`config.mk`:
```
export PLATFORM = sky130hd
export DESIGN_NAME = take_comp_crossfade_mixer_unit
export DESIGN_NICKNAME = d
export VERILOG_FILES = /design/src/rtl/tcm_pkg.sv /design/src/rtl/tcm_cell.sv /design/src/rtl/tcm_div.sv /design/src/rtl/take_comp_crossfade_mixer_unit.sv
export VERILOG_INCLUDE_DIRS = /design/src /design/src/rtl
export SDC_FILE = /design/constraint.sdc
export NUM_CORES = 2
export LEC_CHECK = 0
export BUFFER_PORTS_ARGS = -buffer_cell sky130_fd_sc_hd__buf_4
export CORE_UTILIZATION = 64
export CTS_CLUSTER_SIZE = 40
export DETAILED_ROUTE_END_ITERATION = 10
export PLACE_DENSITY = 0.88
export SETUP_SLACK_MARGIN = 0.1
export SLEW_MARGIN = 20
export SYNTH_ARGS = -nofsm -noshare
export SYNTH_HDL_FRONTEND = slang
export SYNTH_SLANG_ARGS = --single-unit
```
`constraint.sdc`:
```
create_clock -name clk -period 13.86 [get_ports clk]
set_input_delay 1.386 -clock clk [delete_from_list [all_inputs] [get_ports clk]]
set_output_delay 1.386 -clock clk [all_outputs]
set_load 0.005 [all_outputs]
```
`src/rtl/take_comp_crossfade_mixer_unit_macros.svh`:
```
// assertion macros for the crossfade mixer
`ifndef TAKE_COMP_CROSSFADE_MIXER_UNIT_MACROS_SVH
`define TAKE_COMP_CROSSFADE_MIXER_UNIT_MACROS_SVH
`ifndef SYNTH
`define TCM_ASSERT_IMP(lbl, ante, cons) \
	lbl: assert property (@(posedge clk) disable iff (!arst_n) (ante) |-> (cons)) \
		else $error("tcm assertion failed");
`define TCM_ASSERT_NXT(lbl, ante, cons) \
	lbl: assert property (@(posedge clk) disable iff (!arst_n) (ante) |=> (cons)) \
		else $error("tcm assertion failed");
`else
`define TCM_ASSERT_IMP(lbl, ante, cons)
`define TCM_ASSERT_NXT(lbl, ante, cons)
`endif
`endif

```
`src/rtl/tcm_pkg.sv`:
```
// package: types, constants and gain table of the crossfade mixer
package tcm_pkg;
	localparam int SAMPLE_BITS = 24;
	localparam int TAKES = 4;
	localparam int MAX_SECTIONS_DEF = 16;
	localparam int POS_W = 28;
	localparam int HW_W = 12;
	localparam int CNT_CFG_W = 5;
	localparam int PRES_W = 4;
	localparam int SLOT_W = 4;
	localparam int TAKE_W = 2;
	localparam int CFG_IDX_W = 2;
	localparam int GAIN_W = 16;
	localparam int IDX_W = 7;
	localparam int FADE_STEPS = 64;
	localparam int NPH_W = 13;
	localparam int DNUM_W = 20;
	localparam int DDEN_W = 13;
	localparam logic [GAIN_W-1:0] GAIN_ONE = 16'd32768;
	localparam logic [POS_W-1:0] POS_MAX = '1;

	localparam logic [CFG_IDX_W-1:0] CFG_HALF_WINDOW = 2'd0;
	localparam logic [CFG_IDX_W-1:0] CFG_SECTION_COUNT = 2'd1;
	localparam logic [CFG_IDX_W-1:0] CFG_TOTAL_LENGTH = 2'd2;
	localparam logic [CFG_IDX_W-1:0] CFG_TAKE_PRESENT = 2'd3;

	localparam logic KIND_ENTRY = 1'b0;
	localparam logic KIND_FRAME = 1'b1;

	localparam logic [GAIN_W-1:0] SINE_TBL [0:64] = '{
		16'd0, 16'd804, 16'd1608, 16'd2411, 16'd3212, 16'd4011, 16'd4808, 16'd5602,
		16'd6393, 16'd7180, 16'd7962, 16'd8740, 16'd9512, 16'd10279, 16'd11039, 16'd11793,
		16'd12540, 16'd13279, 16'd14010, 16'd14733, 16'd15447, 16'd16151, 16'd16846,
		16'd17531, 16'd18205, 16'd18868, 16'd19520, 16'd20160, 16'd20788, 16'd21403,
		16'd22006, 16'd22595, 16'd23170, 16'd23732, 16'd24279, 16'd24812, 16'd25330,
		16'd25833, 16'd26320, 16'd26791, 16'd27246, 16'd27684, 16'd28106, 16'd28511,
		16'd28899, 16'd29269, 16'd29622, 16'd29957, 16'd30274, 16'd30572, 16'd30853,
		16'd31114, 16'd31357, 16'd31581, 16'd31786, 16'd31972, 16'd32138, 16'd32286,
		16'd32413, 16'd32522, 16'd32610, 16'd32679, 16'd32729, 16'd32758, 16'd32768
	};

	typedef struct packed {
		logic kind;
		logic [SLOT_W-1:0] entry_slot;
		logic [POS_W-1:0] entry_start;
		logic [POS_W-1:0] entry_end;
		logic [TAKE_W-1:0] entry_take;
		logic signed [SAMPLE_BITS-1:0] sample_take0;
		logic signed [SAMPLE_BITS-1:0] sample_take1;
		logic signed [SAMPLE_BITS-1:0] sample_take2;
		logic signed [SAMPLE_BITS-1:0] sample_take3;
	} in_item_t;

	typedef struct packed {
		logic signed [SAMPLE_BITS-1:0] mixed_sample;
		logic clipped;
		logic past_end;
	} out_item_t;

	typedef struct packed {
		logic [POS_W-1:0] start;
		logic [POS_W-1:0] stop;
		logic [TAKE_W-1:0] take;
	} entry_t;

	typedef struct packed {
		logic start;
		logic [DNUM_W-1:0] num;
		logic [DDEN_W-1:0] den;
	} div_req_t;

	typedef struct packed {
		logic done;
		logic [IDX_W-1:0] quot;
	} div_rsp_t;
endpackage

```
`src/rtl/tcm_cell.sv`:
```
// one section cell of the rotating section ring
module tcm_cell import tcm_pkg::*; (
	input logic clk,
	input logic shift,
	input logic load,
	input entry_t load_entry,
	input entry_t from_next,
	output entry_t entry
);
	entry_t entry_q;

	always_ff @(posedge clk) begin
		if (load) begin
			entry_q <= load_entry;
		end else if (shift) begin
			entry_q <= from_next;
		end
	end

	assign entry = entry_q;
endmodule

```
`src/rtl/tcm_div.sv`:
```
// fade index divider, one quotient bit per cycle
module tcm_div import tcm_pkg::*; (
	input logic clk,
	input logic arst_n,
	input div_req_t req,
	output div_rsp_t rsp
);
	logic run_q;
	logic done_q;
	logic [2:0] cnt_q;
	logic [DNUM_W-1:0] rem_q;
	logic [DNUM_W-2:0] dsh_q;
	logic [IDX_W-1:0] quot_q;
	logic ge;

	assign ge = rem_q >= {1'b0, dsh_q};

	always_ff @(posedge clk or negedge arst_n) begin
		if (!arst_n) begin
			run_q <= 1'b0;
			done_q <= 1'b0;
			cnt_q <= '0;
		end else begin
			done_q <= 1'b0;
			if (req.start) begin
				run_q <= 1'b1;
				cnt_q <= 3'(IDX_W - 1);
			end else if (run_q) begin
				cnt_q <= cnt_q - 3'd1;
				if (cnt_q == 3'd0) begin
					run_q <= 1'b0;
					done_q <= 1'b1;
				end
			end
		end
	end

	always_ff @(posedge clk) begin
		if (req.start) begin
			rem_q <= req.num;
			dsh_q <= {req.den, 6'b0};
			quot_q <= '0;
		end else if (run_q) begin
			if (ge) begin
				rem_q <= rem_q - {1'b0, dsh_q};
			end
			quot_q <= {quot_q[IDX_W-2:0], ge};
			dsh_q <= dsh_q >> 1;
		end
	end

	assign rsp.done = done_q;
	assign rsp.quot = quot_q;
endmodule

```
`src/rtl/take_comp_crossfade_mixer_unit.sv`:
```
// top level: crossfade mixer with section ring, fade divider and accumulator
// a frame is taken in idle and walks the section ring; a section covering the position
// runs the gain, multiply, product and accumulate states, and each fade window it is in
// first runs the 7-step fade index divider; a frame past the end goes straight to finish
// one item at a time: an entry item is written in idle, the next item is taken in the cycle
// after a result is loaded, and a stalled result holds the block in its final state
// reset (arst_n, asynchronous) restores the register defaults and clears the position
module take_comp_crossfade_mixer_unit import tcm_pkg::*; #(
	parameter int MAX_SECTIONS = MAX_SECTIONS_DEF
) (
	input logic clk,
	input logic arst_n,
	input logic in_valid,
	output logic in_stall,
	input in_item_t in_item,
	output logic out_valid,
	input logic out_stall,
	output out_item_t out_item,
	input logic cfg_we,
	input logic [CFG_IDX_W-1:0] cfg_index,
	input logic [POS_W-1:0] cfg_data
);
	`include "take_comp_crossfade_mixer_unit_macros.svh"

	localparam int CNT_W = $clog2(MAX_SECTIONS + 1);
	localparam int IW = (CNT_W > CNT_CFG_W) ? CNT_W : CNT_CFG_W;
	localparam int PROD_W = SAMPLE_BITS + GAIN_W + 1;
	localparam int ACC_W = PROD_W + CNT_W;
	localparam logic signed [ACC_W-1:0] SMAX = ACC_W'((64'sd1 <<< (SAMPLE_BITS - 1)) - 64'sd1);
	localparam logic signed [ACC_W-1:0] SMIN = -SMAX - ACC_W'(1);

	typedef enum logic [11:0] {
		S_IDLE = 12'b000000000001,
		S_LD = 12'b000000000010,
		S_CHK = 12'b000000000100,
		S_DIVI = 12'b000000001000,
		S_DIVO = 12'b000000010000,
		S_GAIN = 12'b000000100000,
		S_MUL = 12'b000001000000,
		S_PROD = 12'b000010000000,
		S_ACC = 12'b000100000000,
		S_NEXT = 12'b001000000000,
		S_WRAP = 12'b010000000000,
		S_FIN = 12'b100000000000
	} state_t;

	state_t state_q;
	logic [HW_W-1:0] hw_q;
	logic [CNT_CFG_W-1:0] cnt_q;
	logic [POS_W-1:0] total_q;
	logic [PRES_W-1:0] pres_q;
	logic [POS_W-1:0] position_q;
	logic [IW-1:0] idx_q;
	logic pe_q, out_valid_q, fin_q, fout_q, bin_q, bout_q, tkok_q;
	out_item_t out_q;
	in_item_t frame_q;
	logic [POS_W-1:0] pos_q, s0_q, s1_q;
	logic [NPH_W-1:0] nin_q, nout_q;
	logic [IDX_W-1:0] qi_q, qo_q;
	logic [GAIN_W-1:0] gin_q, gout_q, gain_q;
	logic signed [PROD_W-1:0] prod_q;
	logic signed [ACC_W-1:0] acc_q;

	entry_t ring [MAX_SECTIONS];
	entry_t head, new_entry;
	logic shift;
	logic entry_wr;
	logic out_load;
	div_req_t dreq;
	div_rsp_t drsp;

	logic [HW_W-1:0] h;
	logic [IW-1:0] cnt_eff;
	logic [POS_W-1:0] rs, re, s0, s1;
	logic [POS_W:0] s1ph, posh;
	logic inr, fin, fout, bin, bout, tkok;
	logic signed [SAMPLE_BITS-1:0] smp;
	logic [2*GAIN_W-1:0] gprod;
	logic signed [ACC_W-1:0] rnd, shr;
	logic [IDX_W-1:0] qo_mirror;

	assign h = (hw_q == '0) ? HW_W'(1) : hw_q;
	assign cnt_eff = (IW'(cnt_q) > IW'(MAX_SECTIONS)) ? IW'(MAX_SECTIONS) : IW'(cnt_q);
	assign head = ring[0];
	assign entry_wr = (state_q == S_IDLE) && in_valid && (in_item.kind == KIND_ENTRY);
	assign new_entry = '{start: in_item.entry_start, stop: in_item.entry_end,
		take: in_item.entry_take};
	assign shift = (state_q == S_NEXT) || (state_q == S_ACC)
		|| ((state_q == S_WRAP) && (idx_q != IW'(MAX_SECTIONS)));
	assign out_load = (state_q == S_FIN) && (!out_valid_q || !out_stall);

	for (genvar k = 0; k < MAX_SECTIONS; k++) begin : g_cell
		tcm_cell u_cell (
			.clk(clk),
			.shift(shift),
			.load(entry_wr && (32'(in_item.entry_slot) == k)),
			.load_entry(new_entry),
			.from_next(ring[(k + 1) % MAX_SECTIONS]),
			.entry(ring[k])
		);
	end

	tcm_div u_div (
		.clk(clk),
		.arst_n(arst_n),
		.req(dreq),
		.rsp(drsp)
	);

	// section geometry of the head cell
	assign s0 = (head.start > total_q) ? total_q : head.start;
	assign s1 = (head.stop > total_q) ? total_q : head.stop;
	assign bin = idx_q != '0;
	assign bout = ({1'b0, idx_q} + (IW + 1)'(1)) < {1'b0, cnt_eff};
	assign tkok = ({1'b0, head.take} < (TAKE_W + 1)'(TAKES)) && pres_q[head.take];

	assign rs = !bin_q ? s0_q : ((s0_q >= POS_W'(h)) ? s0_q - POS_W'(h) : '0);
	assign s1ph = {1'b0, s1_q} + (POS_W + 1)'(h);
	assign re = !bout_q ? s1_q : ((s1ph > {1'b0, total_q}) ? total_q : s1ph[POS_W-1:0]);
	assign posh = {1'b0, pos_q} + (POS_W + 1)'(h);
	assign inr = tkok_q && (pos_q >= rs) && (pos_q < re);
	assign fin = bin_q && (posh < ({1'b0, s0_q} + (POS_W + 1)'(h) + (POS_W + 1)'(h)))
		&& ({1'b0, pos_q} < ({1'b0, s0_q} + (POS_W + 1)'(h)));
	assign fout = bout_q && (posh > {1'b0, s1_q});

	always_comb begin
		dreq.start = 1'b0;
		dreq.num = {nin_q, 6'b0} + DNUM_W'(h);
		dreq.den = {h, 1'b0};
		if (state_q == S_CHK && inr && fin) begin
			dreq.start = 1'b1;
			dreq.num = {NPH_W'(posh - {1'b0, s0_q}), 6'b0} + DNUM_W'(h);
		end else if ((state_q == S_CHK && inr && !fin && fout)
			|| (state_q == S_DIVI && drsp.done && fout_q)) begin
			dreq.start = 1'b1;
			dreq.num = {(state_q == S_CHK) ? NPH_W'(posh - {1'b0, s1_q}) : nout_q, 6'b0}
				+ DNUM_W'(h);
		end
	end

	always_comb begin
		unique case (head.take)
			2'd0: smp = frame_q.sample_take0;
			2'd1: smp = frame_q.sample_take1;
			2'd2: smp = frame_q.sample_take2;
			default: smp = frame_q.sample_take3;
		endcase
	end

	assign qo_mirror = IDX_W'(FADE_STEPS) - qo_q;
	assign gprod = gin_q * gout_q + 32'd16384;
	assign rnd = acc_q + ACC_W'(16384);
	assign shr = rnd >>> 15;

	always_ff @(posedge clk or negedge arst_n) begin
		if (!arst_n) begin
			state_q <= S_IDLE;
			hw_q <= HW_W'(288);
			cnt_q <= '0;
			total_q <= '0;
			pres_q <= '1;
			position_q <= '0;
			idx_q <= '0;
			out_valid_q <= 1'b0;
		end else begin
			if (cfg_we) begin
				unique case (cfg_index)
					CFG_HALF_WINDOW: hw_q <= cfg_data[HW_W-1:0];
					CFG_SECTION_COUNT: cnt_q <= cfg_data[CNT_CFG_W-1:0];
					CFG_TOTAL_LENGTH: total_q <= cfg_data;
					CFG_TAKE_PRESENT: pres_q <= cfg_data[PRES_W-1:0];
					default: ;
				endcase
			end
			if (out_load) begin
				out_valid_q <= 1'b1;
			end else if (out_valid_q && !out_stall) begin
				out_valid_q <= 1'b0;
			end
			unique case (state_q)
				S_IDLE: begin
					if (in_valid) begin
						if (in_item.kind == KIND_ENTRY) begin
							position_q <= '0;
						end else begin
							if (position_q != POS_MAX) begin
								position_q <= position_q + POS_W'(1);
							end
							idx_q <= '0;
							state_q <= (position_q >= total_q) ? S_FIN : S_LD;
						end
					end
				end
				S_LD: state_q <= (idx_q >= cnt_eff) ? S_WRAP : S_CHK;
				S_CHK: begin
					if (!inr) begin
						state_q <= S_NEXT;
					end else if (fin) begin
						state_q <= S_DIVI;
					end else if (fout) begin
						state_q <= S_DIVO;
					end else begin
						state_q <= S_GAIN;
					end
				end
				S_DIVI: begin
					if (drsp.done) begin
						state_q <= fout_q ? S_DIVO : S_GAIN;
					end
				end
				S_DIVO: begin
					if (drsp.done) begin
						state_q <= S_GAIN;
					end
				end
				S_GAIN: state_q <= S_MUL;
				S_MUL: state_q <= S_PROD;
				S_PROD: state_q <= S_ACC;
				S_ACC, S_NEXT: begin
					idx_q <= idx_q + IW'(1);
					state_q <= S_LD;
				end
				S_WRAP: begin
					if (idx_q == IW'(MAX_SECTIONS)) begin
						idx_q <= '0;
						state_q <= S_FIN;
					end else begin
						idx_q <= idx_q + IW'(1);
					end
				end
				S_FIN: begin
					if (out_load) begin
						state_q <= S_IDLE;
					end
				end
				default: state_q <= S_IDLE;
			endcase
		end
	end

	always_ff @(posedge clk) begin
		unique case (state_q)
			S_IDLE: begin
				frame_q <= in_item;
				pos_q <= position_q;
				acc_q <= '0;
				pe_q <= position_q >= total_q;
			end
			S_LD: begin
				s0_q <= s0;
				s1_q <= s1;
				bin_q <= bin;
				bout_q <= bout;
				tkok_q <= tkok;
			end
			S_CHK: begin
				fin_q <= fin;
				fout_q <= fout;
				nin_q <= NPH_W'(posh - {1'b0, s0_q});
				nout_q <= NPH_W'(posh - {1'b0, s1_q});
			end
			S_DIVI: if (drsp.done) qi_q <= drsp.quot;
			S_DIVO: if (drsp.done) qo_q <= drsp.quot;
			S_GAIN: begin
				gin_q <= fin_q ? SINE_TBL[qi_q] : GAIN_ONE;
				gout_q <= SINE_TBL[qo_mirror];
			end
			S_MUL: gain_q <= fout_q ? gprod[GAIN_W+14:15] : gin_q;
			S_PROD: prod_q <= smp * $signed({1'b0, gain_q});
			S_ACC: acc_q <= acc_q + ACC_W'(prod_q);
			S_FIN: begin
				if (out_load) begin
					if (pe_q) begin
						out_q <= '{mixed_sample: '0, clipped: 1'b0, past_end: 1'b1};
					end else if (shr > SMAX) begin
						out_q <= '{mixed_sample: SMAX[SAMPLE_BITS-1:0], clipped: 1'b1,
							past_end: 1'b0};
					end else if (shr < SMIN) begin
						out_q <= '{mixed_sample: SMIN[SAMPLE_BITS-1:0], clipped: 1'b1,
							past_end: 1'b0};
					end else begin
						out_q <= '{mixed_sample: shr[SAMPLE_BITS-1:0], clipped: 1'b0,
							past_end: 1'b0};
					end
				end
			end
			default: ;
		endcase
	end

	assign in_stall = state_q != S_IDLE;
	assign out_valid = out_valid_q;
	assign out_item = out_q;

	`TCM_ASSERT_NXT(a_frame_starts, in_valid && !in_stall && in_item.kind == KIND_FRAME, state_q == S_LD || state_q == S_FIN)
	`TCM_ASSERT_NXT(a_fin_delivers, state_q == S_FIN && !out_valid_q, out_valid_q)
	`TCM_ASSERT_IMP(a_past_end_zero, out_valid_q && out_q.past_end, out_q.mixed_sample == '0 && !out_q.clipped)
	`TCM_ASSERT_IMP(a_ring_home, state_q == S_IDLE, idx_q == '0)
endmodule
```
* Word-level counts from Yosys, hierarchy flattened
Memory sizes are Yosys's and may differ from the RTL's. A register that Yosys moved wholly into a read port is not among the register bits. Cells that the tools add are included.
Operators by class: magnitude comparators 17, $mul 2, multiplexer cells 84, bitwise logic cells 3, eq/ne operators 43, add/subtract/negate cells 19, reduce and logical (&&, ||, !) cells 80
Operators by type and width (count):
- 2-to-1 mux 58 bit | 32
- 2-to-1 mux 28 bit | 8
- case mux 12 bit (11 select lines) | 1
- 2-to-1 mux 12 bit | 8
- case mux 46 bit (2 select lines) | 1
- adder 28 x 12 -> 29 bit | 3
- case mux 24 bit (3 select lines) | 1
- adder 19 x 12 -> 20 bit | 3
- 2-to-1 mux 20 bit | 3
- > comparator 29 x 28 -> 1 bit | 2
- >= comparator 28 bit | 2
- > comparator 28 bit | 2
- adder 46 x 16 -> 46 bit, second input constant | 1
- adder 46 x 41 -> 46 bit | 1
- 2-to-1 mux 21 bit | 2
- multiplier 24 x 17 -> 41 bit | 1
- nonzero test 2 bit | 20
- 2-to-1 mux 19 bit | 2
- == test 4 bit, second input constant | 8
- logical AND 1 bit | 32
- adder 31 x 15 -> 31 bit, second input constant | 1
- > comparator 31 x 24 -> 1 bit, second input constant | 1
- < comparator 31 x 24 -> 1 bit, second input constant | 1
- multiplier 16 x 16 -> 31 bit | 1
- 67 further kinds | 111
Word-level totals: input bits 194, register bits after elaboration 1429, memories 2, bits in read-only memories 4096
Memory list:
- (no name shown) | words 128, width 16, rd ports 1, clocked after memory_dff 1, wr ports 0, line take_comp_crossfade_mixer_unit.sv:266 | gout_q <= SINE_TBL[qo_mirror];
- (no name shown) | words 128, width 16, rd ports 1, clocked after memory_dff 1, wr ports 0, line take_comp_crossfade_mixer_unit.sv:265 | gin_q <= fin_q ? SINE_TBL[qi_q] : GAIN_ONE;

* Logic depth before layout (Yosys ltp)
depth after elaboration 16, depth in mapped cells 54, depth with buffers taken out 51

* Cells and area by module
Synthesis repeated with hierarchy kept, for this count alone.
Second synthesis, totals: cell total of the unflattened synthesis 8428, area total of the unflattened synthesis 100600.2 um^2
Modules (own cells, without submodules):
- take_comp_crossfade_mixer_unit | cells an instance 6084, times used 1, area each 57446.3 um^2
- tcm_cell | cells an instance 124, times used 16, area each 2492.4 um^2
- tcm_div | cells an instance 360, times used 1, area each 3275.6 um^2

* Worst setup path before layout
No wires, ideal clock.
path kind register -> register, start point register hw_q[4], end point register u_div.rem_q[18] (data pin), setup slack 4.230 ns, arrival time 9.365 ns, stages on the path, launching flop included 53, data required time 13.595 ns, cells stage by stage dfrtp_1 -> nor4_1 -> a31o_2 -> ha_1 -> a21o_1 -> a21oi_1 -> o21bai_1 -> a21oi_1 -> o21ai_0 -> a21oi_1 -> o21bai_1 -> a31oi_1 -> nor3_1 -> nand3_1 -> nor3_1 -> xnor2_1 -> ha_1 -> nand4_2 -> [... 17 more ...] -> a21oi_2 -> nor2_2 -> buf_4 -> nand2_1 -> clkbuf_1 -> a21oi_1 -> ha_1 -> inv_1 -> fa_1 -> inv_1 -> a21oi_1 -> o21ai_0 -> a21o_1 -> a21o_1 -> or4b_1 -> nand3b_1 -> xnor2_1 -> o21ai_1
Between the ends: word-level cells in the longest chain between the ends 15, elaborated cells on any way between the ends 38, those cells by class add/sub: 10; order compare: 7; mux: 9; reduce/logical: 12
RTL lines:
- start, declared | line take_comp_crossfade_mixer_unit.sv:48 | logic [HW_W-1:0] hw_q;
- start signal, assigned | line take_comp_crossfade_mixer_unit.sv:168 | CFG_HALF_WINDOW: hw_q <= cfg_data[HW_W-1:0];
- logical NOT 12 bit | line take_comp_crossfade_mixer_unit.sv:82 | assign h = (hw_q == '0) ? HW_W'(1) : hw_q;
- 2-to-1 mux 12 bit * | line take_comp_crossfade_mixer_unit.sv:82
- adder 28 x 12 -> 29 bit, or another cell as far along | line take_comp_crossfade_mixer_unit.sv:118 | assign s1ph = {1'b0, s1_q} + (POS_W + 1)'(h);
- > comparator 29 x 28 -> 1 bit or 2-to-1 mux 28 bit (tied branches) | line take_comp_crossfade_mixer_unit.sv:119, take_comp_crossfade_mixer_unit.sv:117
- 2-to-1 mux 28 bit, on equally long branches | line take_comp_crossfade_mixer_unit.sv:119, take_comp_crossfade_mixer_unit.sv:117
- 2-to-1 mux 28 bit or >= comparator 28 bit (tied branches) | line take_comp_crossfade_mixer_unit.sv:119, take_comp_crossfade_mixer_unit.sv:121
- < comparator 28 bit or logical AND 1 bit (tied branches) | line take_comp_crossfade_mixer_unit.sv:121 | assign inr = tkok_q && (pos_q >= rs) && (pos_q < re);
- logical AND 1 bit | line take_comp_crossfade_mixer_unit.sv:121
- logical AND 1 bit | line take_comp_crossfade_mixer_unit.sv:130, take_comp_crossfade_mixer_unit.sv:133
- logical AND 1 bit (2 in a row) | line take_comp_crossfade_mixer_unit.sv:133 | end else if ((state_q == S_CHK && inr && !fin && fout)
- logical OR 1 bit | line take_comp_crossfade_mixer_unit.sv:134 | || (state_q == S_DIVI && drsp.done && fout_q)) begin
- 2-to-1 mux 21 bit | line take_comp_crossfade_mixer_unit.sv:133
- 2-to-1 mux 21 bit * | line take_comp_crossfade_mixer_unit.sv:130 | if (state_q == S_CHK && inr && fin) begin
- 2-to-1 mux 20 bit * | line tcm_div.sv:39 | if (req.start) begin
- end signal, assigned | line tcm_div.sv:40 | rem_q <= req.num;
- end signal, assigned | line tcm_div.sv:45 | rem_q <= rem_q - {1'b0, dsh_q};
- end, declared | line tcm_div.sv:11 | logic [DNUM_W-1:0] rem_q;
Mark *: on every way between the ends. The rest lies on a longest branch, timed or not. A chain may end at the register's enable or synchronous reset.

* Final worst setup path
start point register hw_q[4], end point register u_div.rem_q[16] (data pin)
Same word-level chain as after synthesis.

==> results_dict.tcl <==
set metrics [dict create \
    status "completed" \
    synth_nets 10013 \
    cts_buffers 153 \
    synth_flop_cell "edfxtp_1" \
    grt_usage_pct 36.0 \
    layout_setup_ws_ns 2.65 \
    hold_buffers 0 \
    ys_warn_count 0 \
    critPathArrivalTime_ns 11.73 \
    p_per_area_nw_per_um2 96.5 \
    nFillCells 9995 \
    via_per_inst 6.43 \
    wl_per_cell_um 26.1 \
    dieArea_sq_um 157000 \
    clk_latency_ns 0.87 \
    worst_pin_slew_ns 1.19 \
    max_freq_ghz 0.0892 \
    leakagePower_nw 38.7 \
    wirelength_mm 282 \
    hold_path_class "reg2reg" \
    fin_area_sq_um 108000 \
    fin_nets 10039 \
    post-place-ws_ns 2.98 \
    grt_pass1_wl_mm 429 \
    port_buffers 221 \
    tns_ns 0 \
    drtIter0Drc 8186 \
    htree_num_levels 4 \
    critical_path_class "reg2reg" \
    drt_pass1_iterations 8 \
    synth_area_sq_um 99400 \
    syn_inst 8597 \
    synth_seq_cells 1461 \
    syn2layout_area_growth_pct 8.86 \
    ios 222 \
    final.period_utilization_pct 80.9 \
    clockBufferDepth 3 \
    crit_path_end_kind "flip-flop" \
    antenna_found_initial 35 \
    place_area_sq_um 103000 \
    cts-root-buf "clkbuf_16" \
    num_rows 144 \
    syn_area_per_cell_sq_um 11.6 \
    ir_drop_v 0.000146 \
    path_clk_slew_ns 0.06 \
    multiInputGateArea_sq_um 51900 \
    die_w_um 396 \
    cts_sinks 1461 \
    max-slew-margin-rel_pct 20.9 \
    critPathMaxFanout 27 \
    route.detailed.drc 0 \
    cts_setup_buffers 0 \
    final_common_cell "edfxtp_1" \
    crit_required_ns 14.38 \
    finalMaxSlewViolations 0 \
    setup_violations 0 \
    crit_top_cell "a21oi_1" \
    ys_types 104 \
    period_needed_ns 11.21 \
    yosysSeqAreaShare_pct 43.4 \
    ant_nets 0 \
    fin_cells 10812 \
    cpPeakStageDelay_ns 0.54 \
    core-area_sq_um 154000 \
    hold_viol 0 \
    regArea_sq_um 43100 \
    rsz0062_at_grt "false" \
    dp_cells 10510 \
    vias 69497 \
    synthArstFlopShare_pct 6.84 \
    grt_pass1_vias 72213 \
    drive_above_1_share_pct 18.0 \
    place_congestion 0.951 \
    crit_path_top_delay_cell "dfrtp_1" \
    synth-edff-count 1334 \
    layout_common_cells "1,334 x edfxtp_1, 930 x mux2_2, 907 x nand2_1" \
    cap_violations 0 \
    cp-start-kind "flip-flop" \
    cts_resized 0 \
    die_h_um 396 \
    detailed_place_hpwl_mm 188 \
    initial_core_util_pct 64.5 \
    hold_slack_ns 0.458 \
    finalClockSkew_ns 0.0975 \
    gr-total-overflow 0 \
    cts_tree "done" \
    grt_max_degree 80 \
]
==> state kept, by name, indices dropped and copies added, names as in the netlist, 5 cells and up <==
register and count:
u_div.dsh_q 19, acc_q 46, s0_q 28, prod_q 41, nout_q 13, total_q 28, frame_q 96, gain_q 16
u_div.rem_q 20, gout_q 16, s1_q 28, idx_q 5, qi_q 7, hw_q 12, position_q 28, cnt_q 5
g_cell.u_cell.entry 928, qo_q 7, nin_q 13, gin_q 16, pos_q 28, out_item 26, u_div.quot_q 7, state_q 12
==> logic make-up after synthesis <==
group / count (synthesis) / share of synthesized area (%)
simple gates: 2149 / 10.2
flops: 1461 / 43.4
buf+inv: 1281 / 4.86
fa+ha+maj: 1223 / 19.8
compound gates: 1167 / 7.33
mux: 1008 / 11.7
xor+xnor: 308 / 2.71
==> cell usage after synthesis (all sizes together), types with 15 or more instances <==
library cell | count | area [sq um]
edfxtp | 1334 | 40100
nand2 | 941 | 3530
mux2 | 931 | 10500
inv | 864 | 3240
ha | 642 | 8030
fa | 580 | 11600
clkbuf | 389 | 1460
o21ai | 350 | 1750
nor2 | 344 | 1290
a21oi | 329 | 1650
and2 | 279 | 1750
xnor2 | 201 | 1760
nand3 | 115 | 576
xor2 | 107 | 937
a21o | 101 | 758
dfrtp | 93 | 2330
nor3 | 90 | 460
nand4 | 64 | 407
nand2b | 63 | 402
nor2b | 61 | 382
and3 | 59 | 369
a211oi | 53 | 398
mux2i | 49 | 494
o21a | 42 | 315
a31oi | 30 | 200
o21bai | 30 | 225
mux4 | 28 | 631
o211ai | 28 | 210
dfxtp | 27 | 541
or3 | 26 | 163
buf | 24 | 114
nor4 | 22 | 159
o31ai | 22 | 165
or2 | 19 | 119
a21boi | 17 | 128
and4 | 17 | 149
a2111oi | 15 | 138
==> worst max-delay path, delay by kind of cell (launching register included) <==
kind / cells / cell delay [ns]
DFF: 1 / 0.54
muxes: 1 / 0.12
AOI/OAI and AO/OA: 25 / 4.68
and+or+nand+nor: 14 / 3.11
xor gates and xnor gates: 2 / 0.36
adders and majority gates: 5 / 1.43
buffers and inverters: 5 / 0.67
==> where the power goes <==
part | total [mW] | switching, mW | internal [mW] | leakage [nW]
Clock | 4.25 | 1.90 | 2.35 | 2.46
Sequential | 4.84 | 0.0425 | 4.80 | 10.3
Combinational | 1.34 | 0.831 | 0.512 | 26.0
Total | 10.4 | 2.78 | 7.66 | 38.7
==> per-layer routing <==
| metal | vias to the layer above | part of all wire (%) | global-route usage, % |
|---|---|---|---|
| met5 | - | 0.055 | 0 |
| met4 | 28 | 5.1 | 17.6 |
| met3 | 865 | 9.7 | 7.72 |
| met2 | 3920 | 48 | 59.0 |
| met1 | 34550 | 37 | 45.3 |
| li1 | 30134 | - | - |
==> through the flow <==
stage               total power [mW]  utilization, %
floorplan                       5.79               -
global placement                6.20            66.7
detailed placement              6.23            66.7
CTS                             10.4            70.0
global route                    10.7            70.2
finish                          10.4            70.2
==> layout make-up <==
| cell class | instances | area share [%] |
|---|---|---|
| Antenna cell | 22 | 0.0509 |
| Multi-Input combinational cell | 5855 | 47.9 |
| Sequential cell | 1461 | 39.9 |
| Timing Repair Buffer | 284 | 2.01 |
| Tap cell | 2044 | 2.36 |
| Clock buffer | 196 | 3.77 |
| Clock inverter | 82 | 0.993 |
| Inverter | 868 | 3.02 |
==> path summary, 6_finish.rpt <==
check	startpoint	end	slack [ns]	cells past startpoint
max	hw_q[4]	u_div.rem_q[16]	2.65	52
min	u_div.quot_q[6]	qo_q[6]	0.46	0
max reg2reg	hw_q[4]	u_div.rem_q[16]	2.65	52
min reg2reg	u_div.quot_q[6]	qo_q[6]	0.46	0
max in group asynchronous	arst_n	total_q[26]	11.91	2
min in group asynchronous	arst_n	state_q[3]	0.62	1
Note: power is estimated with default switching activity, not from simulation.
